### config.mk
export PLATFORM = sky130hd
export DESIGN_NAME = kba_ctrl
export DESIGN_NICKNAME = d
export VERILOG_FILES = /design/src/hw/rtl/kba_pkg.sv /design/src/hw/rtl/kba_ctrl.sv
export SDC_FILE = /design/constraint.sdc
export NUM_CORES = 1
export LEC_CHECK = 0
export BUFFER_PORTS_ARGS = -buffer_cell sky130_fd_sc_hd__buf_2
export CORE_AREA = 3 3 40 42
export CTS_BUF_LIST = sky130_fd_sc_hd__clkbuf_4 sky130_fd_sc_hd__clkbuf_8 sky130_fd_sc_hd__clkbuf_16
export DETAILED_ROUTE_END_ITERATION = 8
export DIE_AREA = 0 0 43 45
export HOLD_SLACK_MARGIN = 0.15
export SLEW_MARGIN = 40
export SYNTH_ARGS = -nofsm -noshare
export SYNTH_HDL_FRONTEND = slang
export SYNTH_SLANG_ARGS = --single-unit
### constraint.sdc
create_clock -name clk_i -period 1.2 [get_ports clk_i]
set_clock_uncertainty 0.05 [all_clocks]
set_input_delay 0.24 -clock clk_i [delete_from_list [all_inputs] [get_ports clk_i]]
set_output_delay 0.24 -clock clk_i [all_outputs]
set_load 0.03 [all_outputs]
### src/hw/rtl/kba_pkg.sv
// ----------------------------------------------------------------------------
// kba_pkg: shared types and constants of the k-mer binned accumulator
// Holds the item payloads, result codes, register indexes, the base decoder
// and the command and status bundles between controller and datapath.
// ----------------------------------------------------------------------------
package kba_pkg;

  // Fixed field widths of the channels.
  localparam int unsigned SYMBOL_W  = 8;
  localparam int unsigned AMOUNT_W  = 32;
  localparam int unsigned COLUMN_W  = 5;
  localparam int unsigned COL_OUT_W = 4;
  localparam int unsigned SUM_OUT_W = 40;
  localparam int unsigned EXT_W     = 64;
  localparam int unsigned COUNT_W   = 4;
  localparam int unsigned COLS_W    = 6;

  // Configuration port.
  localparam int unsigned CFG_INDEX_W = 2;
  localparam int unsigned CFG_DATA_W  = 8;
  localparam logic [CFG_INDEX_W-1:0] CFG_KMER_LENGTH  = 2'd0;
  localparam logic [CFG_INDEX_W-1:0] CFG_COLUMN_COUNT = 2'd1;
  localparam logic [2:0] KMER_LENGTH_RST  = 3'd3;
  localparam logic [4:0] COLUMN_COUNT_RST = 5'd4;

  // Item modes.
  localparam logic MODE_ADD  = 1'b0;
  localparam logic MODE_READ = 1'b1;

  // Key characters.
  localparam logic [SYMBOL_W-1:0] SYM_A = 8'h41;
  localparam logic [SYMBOL_W-1:0] SYM_C = 8'h43;
  localparam logic [SYMBOL_W-1:0] SYM_G = 8'h47;
  localparam logic [SYMBOL_W-1:0] SYM_T = 8'h54;
  localparam logic [SYMBOL_W-1:0] SYM_U = 8'h55;

  // Result status codes.
  typedef enum logic [1:0] {
    ST_OK         = 2'd0,
    ST_BAD_BASE   = 2'd1,
    ST_BAD_COLUMN = 2'd2,
    ST_BAD_LENGTH = 2'd3
  } status_e;

  typedef struct packed {
    logic                       mode;
    logic [SYMBOL_W-1:0]        symbol;
    logic                       key_last;
    logic signed [AMOUNT_W-1:0] add_amount;
    logic [COLUMN_W-1:0]        column;
  } in_item_t;

  typedef struct packed {
    status_e                     status;
    logic                        present;
    logic [COL_OUT_W-1:0]        column_out;
    logic signed [SUM_OUT_W-1:0] sum_value;
    logic                        last_result;
  } out_item_t;

  // Controller to datapath commands.
  typedef struct packed {
    logic sweep;
    logic accept;
    logic start_read;
    logic add_commit;
    logic err_out;
    logic col_out;
    logic key_clear;
  } kba_cmd_t;

  // Datapath to controller status.
  typedef struct packed {
    logic sweep_last;
    logic in_last;
    logic fail;
    logic is_read;
    logic col_last;
    logic out_free;
  } kba_sts_t;

  // Returns {valid, code}: A=0, C=1, G=2, T or U=3.
  function automatic logic [2:0] base_decode(input logic [SYMBOL_W-1:0] sym);
    logic [2:0] res;
    unique case (sym)
      SYM_A:        res = 3'b1_00;
      SYM_C:        res = 3'b1_01;
      SYM_G:        res = 3'b1_10;
      SYM_T, SYM_U: res = 3'b1_11;
      default:      res = 3'b0_00;
    endcase
    return res;
  endfunction

endpackage

### src/hw/rtl/kba_ctrl.sv
// ----------------------------------------------------------------------------
// kba_ctrl: sequencer of the k-mer binned accumulator
// Runs the clearing sweep after reset, takes key characters, and steps the
// datapath through an add or a column-by-column read of the finished key.
// ----------------------------------------------------------------------------
module kba_ctrl import kba_pkg::*; (
  input  logic     clk_i,
  input  logic     rst_ni,
  input  logic     in_valid_i,
  output logic     in_ready_o,
  input  kba_sts_t sts_i,
  output kba_cmd_t cmd_o
);

  typedef enum logic [2:0] {
    S_CLEAR,
    S_IDLE,
    S_EVAL,
    S_ADD_WB,
    S_RD_COL
  } state_e;

  state_e state_q, state_d;

  always_comb begin
    state_d    = state_q;
    cmd_o      = '0;
    in_ready_o = 1'b0;
    unique case (state_q)
      // Zero every accumulator and present bit.
      S_CLEAR: begin
        cmd_o.sweep = 1'b1;
        if (sts_i.sweep_last) begin
          state_d = S_IDLE;
        end
      end
      // Collect key characters.
      S_IDLE: begin
        in_ready_o = 1'b1;
        if (in_valid_i) begin
          cmd_o.accept = 1'b1;
          if (sts_i.in_last) begin
            state_d = S_EVAL;
          end
        end
      end
      // Report an error or start the memory access.
      S_EVAL: begin
        if (sts_i.fail) begin
          if (sts_i.out_free) begin
            cmd_o.err_out   = 1'b1;
            cmd_o.key_clear = 1'b1;
            state_d         = S_IDLE;
          end
        end else begin
          cmd_o.start_read = 1'b1;
          state_d          = sts_i.is_read ? S_RD_COL : S_ADD_WB;
        end
      end
      // Write back the sum and report the add.
      S_ADD_WB: begin
        if (sts_i.out_free) begin
          cmd_o.add_commit = 1'b1;
          cmd_o.key_clear  = 1'b1;
          state_d          = S_IDLE;
        end
      end
      // Emit one column per cycle while the result register is free.
      S_RD_COL: begin
        if (sts_i.out_free) begin
          cmd_o.col_out = 1'b1;
          if (sts_i.col_last) begin
            cmd_o.key_clear = 1'b1;
            state_d         = S_IDLE;
          end
        end
      end
      default: begin
        state_d = S_IDLE;
      end
    endcase
  end

  always_ff @(posedge clk_i or negedge rst_ni) begin
    if (!rst_ni) begin
      state_q <= S_CLEAR;
    end else begin
      state_q <= state_d;
    end
  end

endmodule

Yosys cells after proc, flatten, opt, wreduce, memory -nomap -nowiden:

Index checks and enable logic that the tools add are counted.

* eq/ne operators: 9
* muxes and demuxes: 23
* reduce and logical (&&, ||, !) cells: 2

Operators with widths (number)
* two-way mux 3 bit: 8
* one-hot mux 3 bit (5 select lines): 1
* two-way mux 1 bit: 12
* inequality test 2 bit (second input constant): 5
* equality test 3 x 2 -> 1 bit (second input constant): 2
* AND reduction 5 bit: 1
* equality test 3 x 1 -> 1 bit (second input constant): 1
* equality test 3 bit (second input constant): 1
* logical NOT 3 bit: 1
* one-hot mux 1 bit (3 select lines): 1
* two-way mux 2 bit: 1

* register bits after elaboration: 3
* output and inout bits: 8
* word-level logic and storage cells: 35

Longest topological paths before layout:

Gate-level depths: netlist of run 1.

* depth in word-level cells: 3
* depth in mapped cells: 4

Worst setup path after synthesis of run 1:

Ideal clock, no wire load.

* path kind: register to output
* start: register state_q[1]
* end: output cmd_o[5] (netlist name)
* arrival time: 1.691 ns
* setup slack: -0.781 ns
* cell stages (with the launch flop): 4
* path through: dfrtp_1 -> buf_4 -> nor3b_1 -> and2_1

RTL lines
* start: declaration: RTL line kba_ctrl.sv:23 `state_e state_q, state_d;`
* start signal: assignment: RTL line kba_ctrl.sv:88 `state_q <= state_d;`
* end: declaration: RTL line kba_ctrl.sv:12 `output kba_cmd_t cmd_o`

==> metrics.yaml, run 1 <==
ys_warn_count: 0
drt-initial-drc-count: 0
drt_pass1_iterations: 1
rsz0062_at_grt: "true"
finish.utilization_pct: 44.4
drc: 0
hold_slack_ps: 161
antenna_left: 0
cts-root-buf: "clkbuf_4"
seq_area_frac_synth_pct: 26.5
layout-drive-gt1-share_pct: 79.3
num_antenna_cells: 0
yosys_register_bits: 3
r2r_setup_slack_ps: -80
final_common_cell: "buf_4"
htreeDepth: 1
design_area_um2: 571
fp.coreArea_um2: 1280
syn-num-nets: 40
synth_area_leader_cell: "dfrtp_1"
num_rows: 13
cts_tree: "yes"
clockBufferDepth: 2
syn_to_final_growth_pct: 102
clock-sinks: 3
grt_max_degree: 8
start_util_pct: 22.0
r2r-end: "state_q[1]"
slew_viol_final: 0
cp-start-kind: "register"
avgViaCountPerCell: 4.62
hold_depth: 2
grt_pass1_wl_um: 1390
syn_area_um2: 283
grt_usage_pct: 9.92
worstHoldEndpoint: "state_q[1]"
worst-slew-pin-transition_ps: 267
crit_fanout: 6
fin_crit_sh_pct: 133
min_path_type: "in2reg"
violations: "negative setup slack"
largest_reg_flops: 3
design.die.area_um2: 1940
fp.dieW_um: 43
rr_startpoint: "state_q[0]"
setup_viol: 9
hold_viol: 0
final_cell_mix: "buf_4, buf_2, buf_6, clkbuf_4"
vdd_drop_max_mv: 0.846
regMostFlops: "state_q"
synth_cell_types: 23
cellLeakagePower_uw: 0.000266
totalWireLength_um: 820
r2r_cells: 4
wire_per_inst_um: 11.2
crit_path_end_kind: "output pin"
status: "complete, but fails checks"
cts_made_buffers: 3
max_freq_mhz: 628
crit_arrival_ps: 1300
grt_pass1_vias: 324
place_congestion: 0.766
synth.avg_cell_area_um2: 9.12
vias: 337
clk_pin_slew_ps: 40
cap_viol_max_count: 0
yosysTopAreaCellShare_pct: 26.5
synthTopCellsByArea: "dfrtp_1, a2111oi_2, o31ai_1, and2_1, nand2b_1"
min_period_ps: 1590
finalNetCount: 68
total_power_uw: 1270
slew_headroom_pct: 82.1
holdCritStartpoint: "sts_i[2]"
ioPinCount: 17
antenna_found_initial: 0
dieHeight_um: 45
top_regs: "state_q x3"
pwr_density_cell_nw_per_um2: 2230
crit_required_ps: 910
fill_cells: 128
setup.worst_path.class: "reg2out"
io_buffers: 16
syn_inst: 31
grt-ovfl-total: 0
worstSkewPairLatency_ps: 240
placed_area_um2: 452
final.setup.worst_slack_ps: -391
==> routing by layer <==
layer	part of all wire [%]	track usage (%)	wire length (um)	vias up
li1	-	-	-	168
met1	43	12.3	350	154
met2	48	14.7	392	15
met3	9.4	5.18	77	0
met4	0	3.61	0	0
met5	0	0	0	-
==> worst max path at each step <==
stage / from / endpoint / slack [ps] / cells past startpoint
final: state_q[1] / cmd_o[5] / -390 / 4
after floorplan: state_q[1] / cmd_o[5] / -210 / 3
after global placement: state_q[0] / cmd_o[0] / -200 / 4
after global routing: state_q[2] / cmd_o[0] / -460 / 4
after CTS: state_q[0] / cmd_o[0] / -420 / 4
after detailed placement: state_q[0] / cmd_o[0] / -220 / 4
==> logic make-up after synthesis <==
kind of cell	share of synthesized area, %
buffers and inverters	6.64
AND/OR/NAND/NOR	39.8
flip-flops	26.5
AO/OA/AOI/OAI	27.0
==> final cells by class <==
| cell class | count | area (um^2) | share of cell area (%) |
|---|---|---|---|
| Timing Repair Buffer | 25 | 193 | 33.8 |
| Multi-Input combinational cell | 26 | 250 | 43.9 |
| Sequential cell | 3 | 78.8 | 13.8 |
| Tap cell | 15 | 18.8 | 3.29 |
| Clock buffer | 4 | 30.0 | 5.26 |
==> cell usage after synthesis <==
cell type and n:
dfrtp_1 3, nand2_1 3, and2_1 2, nand2b_1 2, nor2b_1 2, o31ai_1 2, a2111oi_2 1, a21boi_1 1
a21boi_2 1, a21o_1 1, a311oi_1 1, a31oi_1 1, and2_2 1, and3_1 1, and4b_1 1, buf_4 1
buf_6 1, nor2_1 1, nor2_4 1, nor3_1 1, nor3b_1 1, nor3b_2 1, o21ai_0 1
==> worst max-delay path, stage by stage (launching register included) <==
cell and delay [ps]:
dfrtp_2 430, buf_4 170, nor3b_4 180, and2_4 160, buf_6 120
==> power by group <==
| group | switching, uW | internal, uW |
|---|---|---|
| Clock | 59.6 | 148 |
| Sequential | 73.7 | 146 |
| Combinational | 403 | 443 |
==> through the flow <==
step	setup WS (ps)	setup TNS, ps	std cells
2_1_floorplan	-213	-430	31
5_1_grt	-460	-3390	73
3_5_place_dp	-217	-1220	66
4_1_cts	-416	-2830	73
6_report	-391	-2800	73
3_3_place_gp	-203	-1110	66
==> timing repair <==
action / in CTS / in global routing
hold endpoints to repair: 3 / 0
setup endpoints to repair: 9 / 10
hold buffers: 1 / 0
resized for setup: 15 / 5
pin swaps: 3 / 0
buffers inserted: 2 / 0
(Power assumes the default switching activity.)
==> run 2: changes to the inputs <==
--- a/config.mk
+++ b/config.mk
@@ -10,6 +10,7 @@
 export CTS_BUF_LIST = sky130_fd_sc_hd__clkbuf_4 sky130_fd_sc_hd__clkbuf_8 sky130_fd_sc_hd__clkbuf_16
 export DETAILED_ROUTE_END_ITERATION = 8
 export DIE_AREA = 0 0 43 45
+export GPL_TIMING_DRIVEN = 0
 export HOLD_SLACK_MARGIN = 0.15
 export SLEW_MARGIN = 40
 export SYNTH_ARGS = -nofsm -noshare
==> metrics.yaml, run 2 (synthesis results as in run 1) <==
status: "complete, but fails checks"
violations: "negative setup slack"
worst-slew-pin-transition_ps: 286  # +18.6 ps
slew_headroom_pct: 80.9  # -1.2 points
cts_made_buffers: 3  # unchanged
worstSkewPairLatency_ps: 230  # about the same
antenna_found_initial: 0  # unchanged
design.die.area_um2: 1940  # unchanged
comb_power_share_pct: 74.9  # +8.4 points
grt_pass1_vias: 362  # +12%
layout-drive-gt1-share_pct: 75.4  # -3.9 points
design_area_um2: 633  # +11%
pwr_density_cell_nw_per_um2: 2290  # +2.4%
largest_reg_flops: 3  # unchanged
drc: 0  # unchanged
syn_to_final_growth_pct: 124
power_switching_uw: 570  # +6.4%
placed_area_um2: 429  # -5.0%
final_cell_mix: "buf_6, buf_2, buf_4, clkbuf_4, and2_4"
num_rows: 13  # unchanged
crit_top_cell: "buf_6"
hold_depth: 2  # unchanged
vdd_drop_max_mv: 0.567  # -33%
p_sw_share_pct: 39.4  # -2.7 points
top_regs: "state_q x3"
crit_chain: "buf_6 > nor3b_4 > nand2_2 > a21boi_4 > buf_6"
power_frac_clock_pct: 13.6  # -2.7 points
intPower_uw: 876  # +19%
fill_cells: 127  # -0.78%
fp.dieW_um: 43  # unchanged
min_period_ps: 1620  # +26.8 ps
crit_required_ps: 910  # about the same
totalWireLength_um: 864  # +5.4%
dp_hpwl_um: 574
crit_cells: 5  # +1
placed_cells: 62  # -6.1%
clockBufferDepth: 2  # unchanged
seqPwrFrac_pct: 11.5  # -5.8 points
path_delay_family: "flip-flops"
io_buffers: 16  # unchanged
max_freq_mhz: 618  # -1.7%
vias: 365  # +8.3%
cts-root-buf: "clkbuf_4"
timing.critical_path.slowest_cell_delay_ps: 360  # -70 ps
crit_arrival_ps: 1330  # +30 ps
avgViaCountPerCell: 4.80  # +4.0%
cellLeakagePower_uw: 0.000295  # +11%
slew_viol_final: 0  # unchanged
cp-start-kind: "register"
setup_viol: 10  # +1
grt_max_degree: 10  # +2
dieHeight_um: 45  # unchanged
setup.worst_path.class: "reg2out"
num_antenna_cells: 0  # unchanged
drt_pass1_iterations: 3  # +2
hold_viol: 0  # unchanged
rsz0062_at_grt: "true"
wire_per_inst_um: 11.4  # +1.2%
min_path_type: "in2reg"
htreeDepth: 1  # unchanged
cts_tree: "yes"
r2r_cells: 6  # +2
grt-ovfl-total: 0  # unchanged
start_util_pct: 22.0  # unchanged
total_power_uw: 1450  # +14%
clk_pin_slew_ps: 30  # about the same
stdcell_count: 76  # +4.1%
regMostFlops: "state_q"
final_common_cell: "buf_6"
drt-initial-drc-count: 2  # +2
ioPinCount: 17  # unchanged
cap_viol_max_count: 0  # unchanged
crit_path_end_kind: "output pin"
grt_usage_pct: 10.4  # +0.49 points
grt_pass1_wl_um: 1500  # +8.5%
crit_fanout: 5  # -1
final.setup.worst_slack_ps: -418  # -26.8 ps
fp.coreArea_um2: 1280  # unchanged
finish.utilization_pct: 49.3  # +4.9 points
cp_num_buf_inv: 2  # unchanged
fin_crit_sh_pct: 135  # +2.2 points
place_congestion: 0.640  # -16%
crit_slowest_cell: "dfrtp_1"
antenna_left: 0  # unchanged
finalNetCount: 71  # +4.4%
clock-sinks: 3  # unchanged
setup_tns_ps: -2850  # -48.3 ps
[run 2: what timing repair did]
item | in CTS | in global routing
hold endpoints to repair | 3 | 0
resized for setup | 19 | 3
setup endpoints to repair | 10 | 11
pin swaps | 5 | 4
hold buffers | 1 | 0
buffers inserted | 5 | 4
[run 2: final timing paths]
kind                            startpoint    endpoint  slack [ps]
min in group asynchronous           rst_ni  state_q[0]         280
worst max register to register  state_q[1]  state_q[0]         -50
worst max-delay path            state_q[1]    cmd_o[0]        -420
max in group asynchronous           rst_ni  state_q[2]         700
worst min register to register  state_q[0]  state_q[0]         560
worst min-delay path              sts_i[2]  state_q[1]         200
[run 2: metal layers]
layer	GRT usage, %	vias to the layer above	part of all wire, %
met2	16.8	14	53
li1	-	174	-
met1	12.3	177	39
met5	0	-	0
met4	5.42	0	0
met3	3.59	0	7.9
[run 2: final cells by class]
class | instances | area [um^2] | share of cell area [%]
Multi-Input combinational cell | 26 | 258 | 40.7
Timing Repair Buffer | 26 | 228 | 36.0
Sequential cell | 3 | 76.3 | 12.1
Clock buffer | 4 | 30.0 | 4.74
Buffer | 2 | 22.5 | 3.56
Tap cell | 15 | 18.8 | 2.96
[run 2: stage by stage]
| stage | hold WS, ps | setup WS [ps] |
|---|---|---|
| CTS | 177 | -448 |
| finish | 203 | -418 |
| global placement | -13.2 | -254 |
| detailed placement | -13.1 | -269 |
| global route | 210 | -505 |
| floorplan | -106 | -213 |
[run 2: power by group through the flow]
| stage | logic [uW] | clock network [uW] | registers, uW |
|---|---|---|---|
| 2_1_floorplan | 566 | 0 | 163 |
| 3_3_place_gp | 700 | 0 | 167 |
| 5_1_grt | 1160 | 217 | 171 |
| 4_1_cts | 896 | 209 | 167 |
| 3_5_place_dp | 705 | 0 | 169 |
| 6_report | 1080 | 197 | 166 |
[run 2: worst reg2reg max path, stage by stage (launching register included)]
cell      delay (ps)
dfrtp_1          360
buf_6            140
buf_12           120
buf_6            110
nor2b_1          100
a311oi_1          60
o31ai_1          220
